===== src/rtl/core/aes_pkg.sv =====
// ----------------------------------------------------------------------------
// AES-256 shared definitions
// S-box tables, GF(2^8) helpers, round-step functions and the command and
// status structs that join the controller and the datapath.
// ----------------------------------------------------------------------------
package aes_pkg;

    localparam int NumWords  = 60;
    localparam int NumRounds = 14;
    localparam int WordIdxW  = 6;
    localparam int RoundW    = 4;

    localparam logic [7:0] XtPoly   = 8'h1B;
    localparam logic [7:0] RconInit = 8'h01;

    typedef logic [127:0] t_block;

    typedef struct packed {
        logic                start;
        logic                enc;
        logic                key_load;
        logic                key_step;
        logic [WordIdxW-1:0] key_idx;
        logic                rnd_first;
        logic                rnd_mid;
        logic                rnd_last;
    } t_cmd;

    typedef struct packed {
        logic key_done;
    } t_stat;

    function automatic logic [7:0] sbox(input logic [7:0] b);
        logic [7:0] r;
        case (b)
            8'h00: r=8'h63; 8'h01: r=8'h7c; 8'h02: r=8'h77; 8'h03: r=8'h7b;
            8'h04: r=8'hf2; 8'h05: r=8'h6b; 8'h06: r=8'h6f; 8'h07: r=8'hc5;
            8'h08: r=8'h30; 8'h09: r=8'h01; 8'h0a: r=8'h67; 8'h0b: r=8'h2b;
            8'h0c: r=8'hfe; 8'h0d: r=8'hd7; 8'h0e: r=8'hab; 8'h0f: r=8'h76;
            8'h10: r=8'hca; 8'h11: r=8'h82; 8'h12: r=8'hc9; 8'h13: r=8'h7d;
            8'h14: r=8'hfa; 8'h15: r=8'h59; 8'h16: r=8'h47; 8'h17: r=8'hf0;
            8'h18: r=8'had; 8'h19: r=8'hd4; 8'h1a: r=8'ha2; 8'h1b: r=8'haf;
            8'h1c: r=8'h9c; 8'h1d: r=8'ha4; 8'h1e: r=8'h72; 8'h1f: r=8'hc0;
            8'h20: r=8'hb7; 8'h21: r=8'hfd; 8'h22: r=8'h93; 8'h23: r=8'h26;
            8'h24: r=8'h36; 8'h25: r=8'h3f; 8'h26: r=8'hf7; 8'h27: r=8'hcc;
            8'h28: r=8'h34; 8'h29: r=8'ha5; 8'h2a: r=8'he5; 8'h2b: r=8'hf1;
            8'h2c: r=8'h71; 8'h2d: r=8'hd8; 8'h2e: r=8'h31; 8'h2f: r=8'h15;
            8'h30: r=8'h04; 8'h31: r=8'hc7; 8'h32: r=8'h23; 8'h33: r=8'hc3;
            8'h34: r=8'h18; 8'h35: r=8'h96; 8'h36: r=8'h05; 8'h37: r=8'h9a;
            8'h38: r=8'h07; 8'h39: r=8'h12; 8'h3a: r=8'h80; 8'h3b: r=8'he2;
            8'h3c: r=8'heb; 8'h3d: r=8'h27; 8'h3e: r=8'hb2; 8'h3f: r=8'h75;
            8'h40: r=8'h09; 8'h41: r=8'h83; 8'h42: r=8'h2c; 8'h43: r=8'h1a;
            8'h44: r=8'h1b; 8'h45: r=8'h6e; 8'h46: r=8'h5a; 8'h47: r=8'ha0;
            8'h48: r=8'h52; 8'h49: r=8'h3b; 8'h4a: r=8'hd6; 8'h4b: r=8'hb3;
            8'h4c: r=8'h29; 8'h4d: r=8'he3; 8'h4e: r=8'h2f; 8'h4f: r=8'h84;
            8'h50: r=8'h53; 8'h51: r=8'hd1; 8'h52: r=8'h00; 8'h53: r=8'hed;
            8'h54: r=8'h20; 8'h55: r=8'hfc; 8'h56: r=8'hb1; 8'h57: r=8'h5b;
            8'h58: r=8'h6a; 8'h59: r=8'hcb; 8'h5a: r=8'hbe; 8'h5b: r=8'h39;
            8'h5c: r=8'h4a; 8'h5d: r=8'h4c; 8'h5e: r=8'h58; 8'h5f: r=8'hcf;
            8'h60: r=8'hd0; 8'h61: r=8'hef; 8'h62: r=8'haa; 8'h63: r=8'hfb;
            8'h64: r=8'h43; 8'h65: r=8'h4d; 8'h66: r=8'h33; 8'h67: r=8'h85;
            8'h68: r=8'h45; 8'h69: r=8'hf9; 8'h6a: r=8'h02; 8'h6b: r=8'h7f;
            8'h6c: r=8'h50; 8'h6d: r=8'h3c; 8'h6e: r=8'h9f; 8'h6f: r=8'ha8;
            8'h70: r=8'h51; 8'h71: r=8'ha3; 8'h72: r=8'h40; 8'h73: r=8'h8f;
            8'h74: r=8'h92; 8'h75: r=8'h9d; 8'h76: r=8'h38; 8'h77: r=8'hf5;
            8'h78: r=8'hbc; 8'h79: r=8'hb6; 8'h7a: r=8'hda; 8'h7b: r=8'h21;
            8'h7c: r=8'h10; 8'h7d: r=8'hff; 8'h7e: r=8'hf3; 8'h7f: r=8'hd2;
            8'h80: r=8'hcd; 8'h81: r=8'h0c; 8'h82: r=8'h13; 8'h83: r=8'hec;
            8'h84: r=8'h5f; 8'h85: r=8'h97; 8'h86: r=8'h44; 8'h87: r=8'h17;
            8'h88: r=8'hc4; 8'h89: r=8'ha7; 8'h8a: r=8'h7e; 8'h8b: r=8'h3d;
            8'h8c: r=8'h64; 8'h8d: r=8'h5d; 8'h8e: r=8'h19; 8'h8f: r=8'h73;
            8'h90: r=8'h60; 8'h91: r=8'h81; 8'h92: r=8'h4f; 8'h93: r=8'hdc;
            8'h94: r=8'h22; 8'h95: r=8'h2a; 8'h96: r=8'h90; 8'h97: r=8'h88;
            8'h98: r=8'h46; 8'h99: r=8'hee; 8'h9a: r=8'hb8; 8'h9b: r=8'h14;
            8'h9c: r=8'hde; 8'h9d: r=8'h5e; 8'h9e: r=8'h0b; 8'h9f: r=8'hdb;
            8'ha0: r=8'he0; 8'ha1: r=8'h32; 8'ha2: r=8'h3a; 8'ha3: r=8'h0a;
            8'ha4: r=8'h49; 8'ha5: r=8'h06; 8'ha6: r=8'h24; 8'ha7: r=8'h5c;
            8'ha8: r=8'hc2; 8'ha9: r=8'hd3; 8'haa: r=8'hac; 8'hab: r=8'h62;
            8'hac: r=8'h91; 8'had: r=8'h95; 8'hae: r=8'he4; 8'haf: r=8'h79;
            8'hb0: r=8'he7; 8'hb1: r=8'hc8; 8'hb2: r=8'h37; 8'hb3: r=8'h6d;
            8'hb4: r=8'h8d; 8'hb5: r=8'hd5; 8'hb6: r=8'h4e; 8'hb7: r=8'ha9;
            8'hb8: r=8'h6c; 8'hb9: r=8'h56; 8'hba: r=8'hf4; 8'hbb: r=8'hea;
            8'hbc: r=8'h65; 8'hbd: r=8'h7a; 8'hbe: r=8'hae; 8'hbf: r=8'h08;
            8'hc0: r=8'hba; 8'hc1: r=8'h78; 8'hc2: r=8'h25; 8'hc3: r=8'h2e;
            8'hc4: r=8'h1c; 8'hc5: r=8'ha6; 8'hc6: r=8'hb4; 8'hc7: r=8'hc6;
            8'hc8: r=8'he8; 8'hc9: r=8'hdd; 8'hca: r=8'h74; 8'hcb: r=8'h1f;
            8'hcc: r=8'h4b; 8'hcd: r=8'hbd; 8'hce: r=8'h8b; 8'hcf: r=8'h8a;
            8'hd0: r=8'h70; 8'hd1: r=8'h3e; 8'hd2: r=8'hb5; 8'hd3: r=8'h66;
            8'hd4: r=8'h48; 8'hd5: r=8'h03; 8'hd6: r=8'hf6; 8'hd7: r=8'h0e;
            8'hd8: r=8'h61; 8'hd9: r=8'h35; 8'hda: r=8'h57; 8'hdb: r=8'hb9;
            8'hdc: r=8'h86; 8'hdd: r=8'hc1; 8'hde: r=8'h1d; 8'hdf: r=8'h9e;
            8'he0: r=8'he1; 8'he1: r=8'hf8; 8'he2: r=8'h98; 8'he3: r=8'h11;
            8'he4: r=8'h69; 8'he5: r=8'hd9; 8'he6: r=8'h8e; 8'he7: r=8'h94;
            8'he8: r=8'h9b; 8'he9: r=8'h1e; 8'hea: r=8'h87; 8'heb: r=8'he9;
            8'hec: r=8'hce; 8'hed: r=8'h55; 8'hee: r=8'h28; 8'hef: r=8'hdf;
            8'hf0: r=8'h8c; 8'hf1: r=8'ha1; 8'hf2: r=8'h89; 8'hf3: r=8'h0d;
            8'hf4: r=8'hbf; 8'hf5: r=8'he6; 8'hf6: r=8'h42; 8'hf7: r=8'h68;
            8'hf8: r=8'h41; 8'hf9: r=8'h99; 8'hfa: r=8'h2d; 8'hfb: r=8'h0f;
            8'hfc: r=8'hb0; 8'hfd: r=8'h54; 8'hfe: r=8'hbb; default: r=8'h16;
        endcase
        return r;
    endfunction

    // inverse S-box: x -> A^-1 (x ^ 0x63) in affine form, then GF inverse
    // taken through the forward table's structure is avoided; use direct map.
    function automatic logic [7:0] inv_sbox(input logic [7:0] b);
        logic [7:0] r;
        case (b)
            8'h00: r=8'h52; 8'h01: r=8'h09; 8'h02: r=8'h6a; 8'h03: r=8'hd5;
            8'h04: r=8'h30; 8'h05: r=8'h36; 8'h06: r=8'ha5; 8'h07: r=8'h38;
            8'h08: r=8'hbf; 8'h09: r=8'h40; 8'h0a: r=8'ha3; 8'h0b: r=8'h9e;
            8'h0c: r=8'h81; 8'h0d: r=8'hf3; 8'h0e: r=8'hd7; 8'h0f: r=8'hfb;
            8'h10: r=8'h7c; 8'h11: r=8'he3; 8'h12: r=8'h39; 8'h13: r=8'h82;
            8'h14: r=8'h9b; 8'h15: r=8'h2f; 8'h16: r=8'hff; 8'h17: r=8'h87;
            8'h18: r=8'h34; 8'h19: r=8'h8e; 8'h1a: r=8'h43; 8'h1b: r=8'h44;
            8'h1c: r=8'hc4; 8'h1d: r=8'hde; 8'h1e: r=8'he9; 8'h1f: r=8'hcb;
            8'h20: r=8'h54; 8'h21: r=8'h7b; 8'h22: r=8'h94; 8'h23: r=8'h32;
            8'h24: r=8'ha6; 8'h25: r=8'hc2; 8'h26: r=8'h23; 8'h27: r=8'h3d;
            8'h28: r=8'hee; 8'h29: r=8'h4c; 8'h2a: r=8'h95; 8'h2b: r=8'h0b;
            8'h2c: r=8'h42; 8'h2d: r=8'hfa; 8'h2e: r=8'hc3; 8'h2f: r=8'h4e;
            8'h30: r=8'h08; 8'h31: r=8'h2e; 8'h32: r=8'ha1; 8'h33: r=8'h66;
            8'h34: r=8'h28; 8'h35: r=8'hd9; 8'h36: r=8'h24; 8'h37: r=8'hb2;
            8'h38: r=8'h76; 8'h39: r=8'h5b; 8'h3a: r=8'ha2; 8'h3b: r=8'h49;
            8'h3c: r=8'h6d; 8'h3d: r=8'h8b; 8'h3e: r=8'hd1; 8'h3f: r=8'h25;
            8'h40: r=8'h72; 8'h41: r=8'hf8; 8'h42: r=8'hf6; 8'h43: r=8'h64;
            8'h44: r=8'h86; 8'h45: r=8'h68; 8'h46: r=8'h98; 8'h47: r=8'h16;
            8'h48: r=8'hd4; 8'h49: r=8'ha4; 8'h4a: r=8'h5c; 8'h4b: r=8'hcc;
            8'h4c: r=8'h5d; 8'h4d: r=8'h65; 8'h4e: r=8'hb6; 8'h4f: r=8'h92;
            8'h50: r=8'h6c; 8'h51: r=8'h70; 8'h52: r=8'h48; 8'h53: r=8'h50;
            8'h54: r=8'hfd; 8'h55: r=8'hed; 8'h56: r=8'hb9; 8'h57: r=8'hda;
            8'h58: r=8'h5e; 8'h59: r=8'h15; 8'h5a: r=8'h46; 8'h5b: r=8'h57;
            8'h5c: r=8'ha7; 8'h5d: r=8'h8d; 8'h5e: r=8'h9d; 8'h5f: r=8'h84;
            8'h60: r=8'h90; 8'h61: r=8'hd8; 8'h62: r=8'hab; 8'h63: r=8'h00;
            8'h64: r=8'h8c; 8'h65: r=8'hbc; 8'h66: r=8'hd3; 8'h67: r=8'h0a;
            8'h68: r=8'hf7; 8'h69: r=8'he4; 8'h6a: r=8'h58; 8'h6b: r=8'h05;
            8'h6c: r=8'hb8; 8'h6d: r=8'hb3; 8'h6e: r=8'h45; 8'h6f: r=8'h06;
            8'h70: r=8'hd0; 8'h71: r=8'h2c; 8'h72: r=8'h1e; 8'h73: r=8'h8f;
            8'h74: r=8'hca; 8'h75: r=8'h3f; 8'h76: r=8'h0f; 8'h77: r=8'h02;
            8'h78: r=8'hc1; 8'h79: r=8'haf; 8'h7a: r=8'hbd; 8'h7b: r=8'h03;
            8'h7c: r=8'h01; 8'h7d: r=8'h13; 8'h7e: r=8'h8a; 8'h7f: r=8'h6b;
            8'h80: r=8'h3a; 8'h81: r=8'h91; 8'h82: r=8'h11; 8'h83: r=8'h41;
            8'h84: r=8'h4f; 8'h85: r=8'h67; 8'h86: r=8'hdc; 8'h87: r=8'hea;
            8'h88: r=8'h97; 8'h89: r=8'hf2; 8'h8a: r=8'hcf; 8'h8b: r=8'hce;
            8'h8c: r=8'hf0; 8'h8d: r=8'hb4; 8'h8e: r=8'he6; 8'h8f: r=8'h73;
            8'h90: r=8'h96; 8'h91: r=8'hac; 8'h92: r=8'h74; 8'h93: r=8'h22;
            8'h94: r=8'he7; 8'h95: r=8'had; 8'h96: r=8'h35; 8'h97: r=8'h85;
            8'h98: r=8'he2; 8'h99: r=8'hf9; 8'h9a: r=8'h37; 8'h9b: r=8'he8;
            8'h9c: r=8'h1c; 8'h9d: r=8'h75; 8'h9e: r=8'hdf; 8'h9f: r=8'h6e;
            8'ha0: r=8'h47; 8'ha1: r=8'hf1; 8'ha2: r=8'h1a; 8'ha3: r=8'h71;
            8'ha4: r=8'h1d; 8'ha5: r=8'h29; 8'ha6: r=8'hc5; 8'ha7: r=8'h89;
            8'ha8: r=8'h6f; 8'ha9: r=8'hb7; 8'haa: r=8'h62; 8'hab: r=8'h0e;
            8'hac: r=8'haa; 8'had: r=8'h18; 8'hae: r=8'hbe; 8'haf: r=8'h1b;
            8'hb0: r=8'hfc; 8'hb1: r=8'h56; 8'hb2: r=8'h3e; 8'hb3: r=8'h4b;
            8'hb4: r=8'hc6; 8'hb5: r=8'hd2; 8'hb6: r=8'h79; 8'hb7: r=8'h20;
            8'hb8: r=8'h9a; 8'hb9: r=8'hdb; 8'hba: r=8'hc0; 8'hbb: r=8'hfe;
            8'hbc: r=8'h78; 8'hbd: r=8'hcd; 8'hbe: r=8'h5a; 8'hbf: r=8'hf4;
            8'hc0: r=8'h1f; 8'hc1: r=8'hdd; 8'hc2: r=8'ha8; 8'hc3: r=8'h33;
            8'hc4: r=8'h88; 8'hc5: r=8'h07; 8'hc6: r=8'hc7; 8'hc7: r=8'h31;
            8'hc8: r=8'hb1; 8'hc9: r=8'h12; 8'hca: r=8'h10; 8'hcb: r=8'h59;
            8'hcc: r=8'h27; 8'hcd: r=8'h80; 8'hce: r=8'hec; 8'hcf: r=8'h5f;
            8'hd0: r=8'h60; 8'hd1: r=8'h51; 8'hd2: r=8'h7f; 8'hd3: r=8'ha9;
            8'hd4: r=8'h19; 8'hd5: r=8'hb5; 8'hd6: r=8'h4a; 8'hd7: r=8'h0d;
            8'hd8: r=8'h2d; 8'hd9: r=8'he5; 8'hda: r=8'h7a; 8'hdb: r=8'h9f;
            8'hdc: r=8'h93; 8'hdd: r=8'hc9; 8'hde: r=8'h9c; 8'hdf: r=8'hef;
            8'he0: r=8'ha0; 8'he1: r=8'he0; 8'he2: r=8'h3b; 8'he3: r=8'h4d;
            8'he4: r=8'hae; 8'he5: r=8'h2a; 8'he6: r=8'hf5; 8'he7: r=8'hb0;
            8'he8: r=8'hc8; 8'he9: r=8'heb; 8'hea: r=8'hbb; 8'heb: r=8'h3c;
            8'hec: r=8'h83; 8'hed: r=8'h53; 8'hee: r=8'h99; 8'hef: r=8'h61;
            8'hf0: r=8'h17; 8'hf1: r=8'h2b; 8'hf2: r=8'h04; 8'hf3: r=8'h7e;
            8'hf4: r=8'hba; 8'hf5: r=8'h77; 8'hf6: r=8'hd6; 8'hf7: r=8'h26;
            8'hf8: r=8'he1; 8'hf9: r=8'h69; 8'hfa: r=8'h14; 8'hfb: r=8'h63;
            8'hfc: r=8'h55; 8'hfd: r=8'h21; 8'hfe: r=8'h0c; default: r=8'h7d;
        endcase
        return r;
    endfunction

    function automatic logic [7:0] xt(input logic [7:0] b);
        return {b[6:0], 1'b0} ^ (b[7] ? XtPoly : 8'h00);
    endfunction

    function automatic logic [31:0] sub_word(input logic [31:0] x);
        return {sbox(x[31:24]), sbox(x[23:16]), sbox(x[15:8]), sbox(x[7:0])};
    endfunction

    function automatic t_block sub_bytes(input t_block s, input logic enc);
        t_block r;
        for (int k = 0; k < 16; k++) begin
            r[8*k +: 8] = enc ? sbox(s[8*k +: 8]) : inv_sbox(s[8*k +: 8]);
        end
        return r;
    endfunction

    function automatic t_block shift_rows(input t_block s, input logic enc);
        t_block r;
        for (int c = 0; c < 4; c++) begin
            for (int q = 0; q < 4; q++) begin
                r[8*(4*c+q) +: 8] = enc ? s[8*(4*((c+q)%4)+q) +: 8]
                                        : s[8*(4*((c+4-q)%4)+q) +: 8];
            end
        end
        return r;
    endfunction

    function automatic t_block mix_columns(input t_block s, input logic enc);
        t_block r;
        logic [7:0] a0, a1, a2, a3, u, v, al;
        for (int c = 0; c < 4; c++) begin
            a0 = s[8*(4*c)   +: 8];
            a1 = s[8*(4*c+1) +: 8];
            a2 = s[8*(4*c+2) +: 8];
            a3 = s[8*(4*c+3) +: 8];
            if (!enc) begin
                u  = xt(xt(a0 ^ a2));
                v  = xt(xt(a1 ^ a3));
                a0 = a0 ^ u;
                a2 = a2 ^ u;
                a1 = a1 ^ v;
                a3 = a3 ^ v;
            end
            al = a0 ^ a1 ^ a2 ^ a3;
            r[8*(4*c)   +: 8] = a0 ^ al ^ xt(a0 ^ a1);
            r[8*(4*c+1) +: 8] = a1 ^ al ^ xt(a1 ^ a2);
            r[8*(4*c+2) +: 8] = a2 ^ al ^ xt(a2 ^ a3);
            r[8*(4*c+3) +: 8] = a3 ^ al ^ xt(a3 ^ a0);
        end
        return r;
    endfunction

endpackage


===== src/rtl/core/aes_ctrl.sv =====
// ----------------------------------------------------------------------------
// AES-256 controller
// Sequences key expansion, the 15 round steps and the output transfer.
// ----------------------------------------------------------------------------
module aes_ctrl
    import aes_pkg::*;
(
    input  logic  i_clk,
    input  logic  i_rst_n,
    input  logic  i_key_wr,
    input  logic  i_in_valid,
    input  logic  i_in_enc,
    input  logic  i_out_stall,
    input  t_stat i_stat,
    output logic  o_in_stall,
    output logic  o_out_valid,
    output t_cmd  o_cmd
);

    typedef enum logic [2:0] {
        S_IDLE, S_KEY, S_FETCH, S_ROUND, S_OUT
    } t_state;

    t_state            r_st;
    logic              r_fresh;
    logic              r_enc;
    logic [RoundW-1:0] r_rnd;
    logic              r_load;
    logic              take;

    assign take        = (r_st == S_IDLE) && r_fresh && i_in_valid;
    assign o_in_stall  = !((r_st == S_IDLE) && r_fresh);
    assign o_out_valid = (r_st == S_OUT);

    always_comb begin
        o_cmd           = '0;
        o_cmd.enc       = r_enc;
        o_cmd.start     = take;
        o_cmd.key_load  = r_load;
        o_cmd.key_step  = (r_st == S_KEY) && !r_load;
        // key row for next cycle
        if (take) begin
            o_cmd.key_idx = i_in_enc ? WordIdxW'(0) : WordIdxW'(NumRounds);
        end else begin
            o_cmd.key_idx = r_enc ? WordIdxW'(r_rnd + 1'b1)
                                  : WordIdxW'(RoundW'(NumRounds - 1) - r_rnd);
        end
        o_cmd.rnd_first = (r_st == S_ROUND) && (r_rnd == '0);
        o_cmd.rnd_mid   = (r_st == S_ROUND) && (r_rnd != '0)
                          && (r_rnd != RoundW'(NumRounds));
        o_cmd.rnd_last  = (r_st == S_ROUND) && (r_rnd == RoundW'(NumRounds));
    end

    always_ff @(posedge i_clk) begin
        if (!i_rst_n) begin
            r_st    <= S_KEY;
            r_load  <= 1'b1;
            r_fresh <= 1'b0;
            r_rnd   <= '0;
            r_enc   <= 1'b0;
        end else begin
            if (i_key_wr) begin
                r_fresh <= 1'b0;
            end else if (r_st == S_KEY && !r_load && i_stat.key_done) begin
                r_fresh <= 1'b1;
            end
            case (r_st)
                S_IDLE: begin
                    r_load <= !r_fresh && !i_key_wr;
                    if (!r_fresh && !i_key_wr) begin
                        r_st <= S_KEY;
                    end else if (take) begin
                        r_enc <= i_in_enc;
                        r_rnd <= '0;
                        r_st  <= S_ROUND;
                    end
                end
                S_KEY: begin
                    // a key write during expansion restarts it
                    r_load <= i_key_wr;
                    if (!i_key_wr && !r_load && i_stat.key_done) begin
                        r_st <= S_IDLE;
                    end
                end
                S_ROUND: begin
                    r_load <= 1'b0;
                    r_rnd  <= r_rnd + 1'b1;
                    if (r_rnd == RoundW'(NumRounds)) begin
                        r_st <= S_OUT;
                    end
                end
                S_OUT: begin
                    r_load <= 1'b0;
                    if (!i_out_stall) begin
                        r_st <= S_IDLE;
                    end
                end
                default: begin
                    r_load <= 1'b0;
                    r_st   <= S_IDLE;
                end
            endcase
        end
    end

    property p_no_take_stale;
        @(posedge i_clk) disable iff (!i_rst_n) take |-> r_fresh;
    endproperty
    a_no_take_stale: assert property (p_no_take_stale) else $error("stale schedule");

    property p_round_ends;
        @(posedge i_clk) disable iff (!i_rst_n)
            (r_st == S_ROUND && r_rnd == RoundW'(NumRounds)) |=> (r_st == S_OUT);
    endproperty
    a_round_ends: assert property (p_round_ends) else $error("round count");

    property p_take_starts;
        @(posedge i_clk) disable iff (!i_rst_n) take |=> (r_st == S_ROUND && r_rnd == '0);
    endproperty
    a_take_starts: assert property (p_take_starts) else $error("start");

endmodule


===== config.mk =====
export PLATFORM = sky130hd
export DESIGN_NAME = aes_ctrl
export DESIGN_NICKNAME = d
export VERILOG_FILES = /design/src/rtl/core/aes_pkg.sv /design/src/rtl/core/aes_ctrl.sv
export SDC_FILE = /design/constraint.sdc
export NUM_CORES = 1
export LEC_CHECK = 0
export BUFFER_PORTS_ARGS = -buffer_cell sky130_fd_sc_hd__buf_2
export CAP_MARGIN = 20
export CORE_MARGIN = 2
export CORE_UTILIZATION = 46
export CTS_BUF_LIST = sky130_fd_sc_hd__clkbuf_8
export DETAILED_ROUTE_END_ITERATION = 8
export GPL_ROUTABILITY_DRIVEN = 0
export PLACE_DENSITY_LB_ADDON = 0.1
export RECOVER_POWER = 50
export SYNTH_ARGS = -nofsm -noshare
export SYNTH_HDL_FRONTEND = slang
export SYNTH_SLANG_ARGS = --single-unit

===== constraint.sdc =====
create_clock -name i_clk -period 1.5 [get_ports i_clk]
set_clock_uncertainty 0.2 [all_clocks]
set_input_delay 0.3 -clock i_clk [delete_from_list [all_inputs] [get_ports i_clk]]
set_output_delay 0.3 -clock i_clk [all_outputs]
set_load 0.005 [all_outputs]

==> metrics, run 1 <==
status stopped before the end; Failed at global routing (5_1_grt); First Err [ERROR DPL-0033] detailed placement checks failed during check placement.; synth warn 0; top cell type's share of synthesized area 0.2899; Synth Cell Area 690.7 um2; Syn Nets 101; mux contribution to synthesized area 0.04348; initial antenna violation count 0; pin count of the biggest net entering global routing 12; sequential fraction of the synthesis area 0.2899; num rows 13; clk root buf clkbuf_8; Initial Util 0.5116; Adder-Cell Fraction of Synth Area 0.07246; hold_buf cts 0; pre-CTS setup slack -183.7 ps; clock tree buffer depth 2; chip width 42.75 um; largest family of logic cells by synthesized area simple AND/OR/NAND/NOR gates; clk sinks 10; cts bufs inserted 3; io pins 22; post-GRT worst EP o_cmd[4]; Synth area leaders dfxtp_1 29%, ha_1 7.2%, nand2_1 6.5%; Syn Inst Count 90; Die Y 42.75 um; number of I/O port buffers 21; post-detail-place hpwl 1420 um; Yosys top cell by area dfxtp_1; post-synthesis simple-gate area fraction 0.3478; Avg Cell Area, Syn 7.674 um2; WEP type top-level output; H-tree levels 1; xor/xnor share of the synthesized area 0.02536; register bit total from synthesis 10; unique cell type count in the Yosys netlist 28; Synth Area in Compound Gates 0.1504
[stage by stage]
stage	area (um2)	instances	setup TNS (ps)
floorplan	719.4	90	-25.85
detailed placement	950.9	140	-1186
global placement	950.9	140	-874.2
CTS	1179	152	-4194
[cell usage after synthesis, drive strengths merged]
| library cell | n |
|---|---|
| nand2b | 1 |
| buf | 4 |
| nor2b | 2 |
| and3 | 3 |
| and3b | 1 |
| ha | 4 |
| nand3b | 1 |
| nand2 | 12 |
| xor2 | 1 |
| inv | 3 |
| o21ai | 3 |
| and4 | 1 |
| a21boi | 4 |
| nand3 | 7 |
| mux2i | 3 |
| nor2 | 7 |
| nor3 | 3 |
| xnor2 | 1 |
| or3b | 1 |
| o31a | 1 |
| nor3b | 3 |
| clkbuf | 2 |
| dfxtp | 10 |
| nand4b | 1 |
| a21oi | 7 |
| o31ai | 1 |
| and2 | 2 |
| a21o | 1 |
[repair_timing]
item                       4_1_cts
pin swaps                       15
setup buffers                   11
setup endpoints to repair       15
resized for setup               30
[kinds of logic after synthesis]
kind of cell / Yosys count
DFF: 10
buffers and inverters: 9
AOI/OAI and AO/OA: 17
xor gates and xnor gates: 2
adders and majority gates: 4
muxes: 3
and+or+nand+nor: 45
==> run 2: changes to the inputs <==
CORE_AREA = 2 2 63 65   (was unset)
CORE_MARGIN = unset   (was 2)
CORE_UTILIZATION = unset   (was 46)
CTS_BUF_LIST = unset   (was sky130_fd_sc_hd__clkbuf_8)
DIE_AREA = 0 0 65 67   (was unset)
PLACE_DENSITY_LB_ADDON = 0.15   (was 0.1)
clock period = 2 ns   (was 1.5 ns; I/O delays follow)
==> metrics, run 2 <==
gr ovfl total 0; hold_buf cts 0; Most used DFF post-synth dfxtp_1; crit start category flop; Leakage 0.4287 nW; Synth area leaders dfxtp_1 29%, ha_1 7.2%, nand2_1 6.5%; critical path class flop to output pin; Post-Place Cells 162; most numerous cell in the Yosys netlist nand2_1; registers with the most flip-flops r_rnd x4, r_st x3; Synth Cell Area 690.7 um2; vias in the first global route 680; overall routed net length 1819 um; Avg Cell Area, Syn 7.674 um2; total number of vias 695; GRT Total Usage 0.08776; Most flops, register r_rnd; Core ar. 3606 um2; detailed-route wire length per cell 10.96 um; Pwr Total 0.4520 mW; Buf/Inv on CP 1; pin count of the biggest net entering global routing 12; leading cell type in the layout, fill and taps excluded buf_2; nature of the critical path endpoint output pin; top cell type's share of synthesized area 0.2899; chip width 65 um; CP top delay family flip-flops; EDFF count, synth 0; Worst-path clk slew 50 ps; Reg2Reg Launch Point r_st[2]; initial antenna violation count 0; status finished, final reports clean; sequential fraction of the synthesis area 0.2899; # setup viols final 0; CTS tree yes; Initial Util 0.1915; register bit total from synthesis 10; Final min period 1948 ps; global-route wire length before repair 2967 um; Fin Hold WS 191.8 ps; pwr/cell area 448.8 nW/um2; fmax 513.3 MHz; fin area 1007 um2; commonest cells after routing, fill and taps aside 21 x buf_2, 11 x nand2_1, 9 x buf_4, 7 x a21oi_1; ys async rst share 0; Syn Inst Count 90; area added between synthesis and finish 45.83%; RSZ-0062 raised after global routing true; critical path peak fanout 6; fill count 404; Synth top cells by count 12 x nand2_1, 10 x dfxtp_1, 7 x a21oi_1, 7 x nand3_1, 7 x nor2_1; clock tree buffer depth 2; die area 4355 um2; DRT antenna net count 0; share of layout cells above drive strength 1 0.4068; Final Non-Filler Cells 166; Yosys top cell by area dfxtp_1; io pins 22; cts bufs inserted 3; unique cell type count in the Yosys netlist 28; clock latency on the worst-skew pair 230 ps; num rows 22; initial detailed-routing violation count 23; max reg flops 4; Max VDD drop 0.0001274 V; Syn Nets 101; Slowest Stage Delay on Critical Path 380 ps; worst slew margin relative to its limit 0.8154; n_diodes 0; Max Cap Violations 0; number of I/O port buffers 21; Final Hold Viols 0; Die Y 67 um; HP Start i_key_wr; synth warn 0; Vias/cell 4.187; Worst-Margin Slew 274.0 ps; slowest cell on the critical path dfxtp_4; H-tree levels 1; critical path cell sequence ha_4 > nand3_1 > o21ai_0 > xnor2_1 > mux2i_1 > buf_2; worst setup path start r_rnd[1]; arrival time worst endpoint 1350 ps; clk sinks 10; fin nets 131; Max Slew Vio Count 0; Final Cycle Share 0.9740; post-detail-place hpwl 1428 um; worst path required time 1400 ps; clk root buf clkbuf_8; Worst Hold Class primary input to flop; DR pass1 iterations 4; DP Area 885.9 um2; DRC Markers 0
-- run 2: worst paths after layout --
kind	to	slack, ps	cells after the start
min	r_fresh	190	2
max	o_cmd[6]	50	6
max reg2reg	r_st[2]	330	5
min reg2reg	r_rnd[0]	350	2
-- run 2: cells by family after synthesis --
| group | count (synthesis) | share of synthesized area |
|---|---|---|
| buf+inv | 9 | 0.07066 |
| fa+ha+maj | 4 | 0.07247 |
| compound gates | 17 | 0.1504 |
| flops | 10 | 0.2899 |
| xor+xnor | 2 | 0.02537 |
| simple gates | 45 | 0.3478 |
| mux | 3 | 0.04348 |
-- run 2: area by class of cell --
cell class	count	area (um2)	area share
repair buffers	31	183.9	0.1826
inverters	3	11.26	0.01118
well taps	48	60.06	0.05963
flip-flops and latches	10	210.2	0.2087
clock buffers	3	41.29	0.04099
multi-input cells	71	500.5	0.4969
-- run 2: power breakdown --
group | internal, mW | switching (mW) | leakage (nW)
Combinational | 0.0208 | 0.0165 | 0.324
Sequential | 0.200 | 0.00311 | 0.0827
Clock | 0.132 | 0.0795 | 0.0216
Total | 0.353 | 0.0992 | 0.429
-- run 2: what timing repair did --
item | 4_1_cts | 5_1_grt
cloned | 0 | 0
buffers inserted | 0 | 1
gates resized for setup | 7 | 11
endpoints found under the hold margin | 0 | 0
pin swaps | 2 | 2
setup endpoints to repair | 6 | 7
-- run 2: per-layer routing --
| layer | wire (um) | part of all wire | global-route usage |
|---|---|---|---|
| met2 | 913 | 0.50 | 0.1392 |
| met4 | 0 | 0 | 0.04787 |
| met1 | 842 | 0.46 | 0.1104 |
| met3 | 63 | 0.035 | 0.01858 |
| met5 | 0 | 0 | 0 |
-- run 2: metrics by stage --
step	TNS (ps)	utilization	setup slack [ps]
final	0	0.2793	52.00
after global routing	-33.96	0.2793	-22.72
after CTS	-0.4956	0.2627	-0.4956
after detailed placement	0	0.2457	152.0
after global placement	0	0.2457	149.2
after floorplan	0	-	223.8
(Power assumes the default switching activity.)
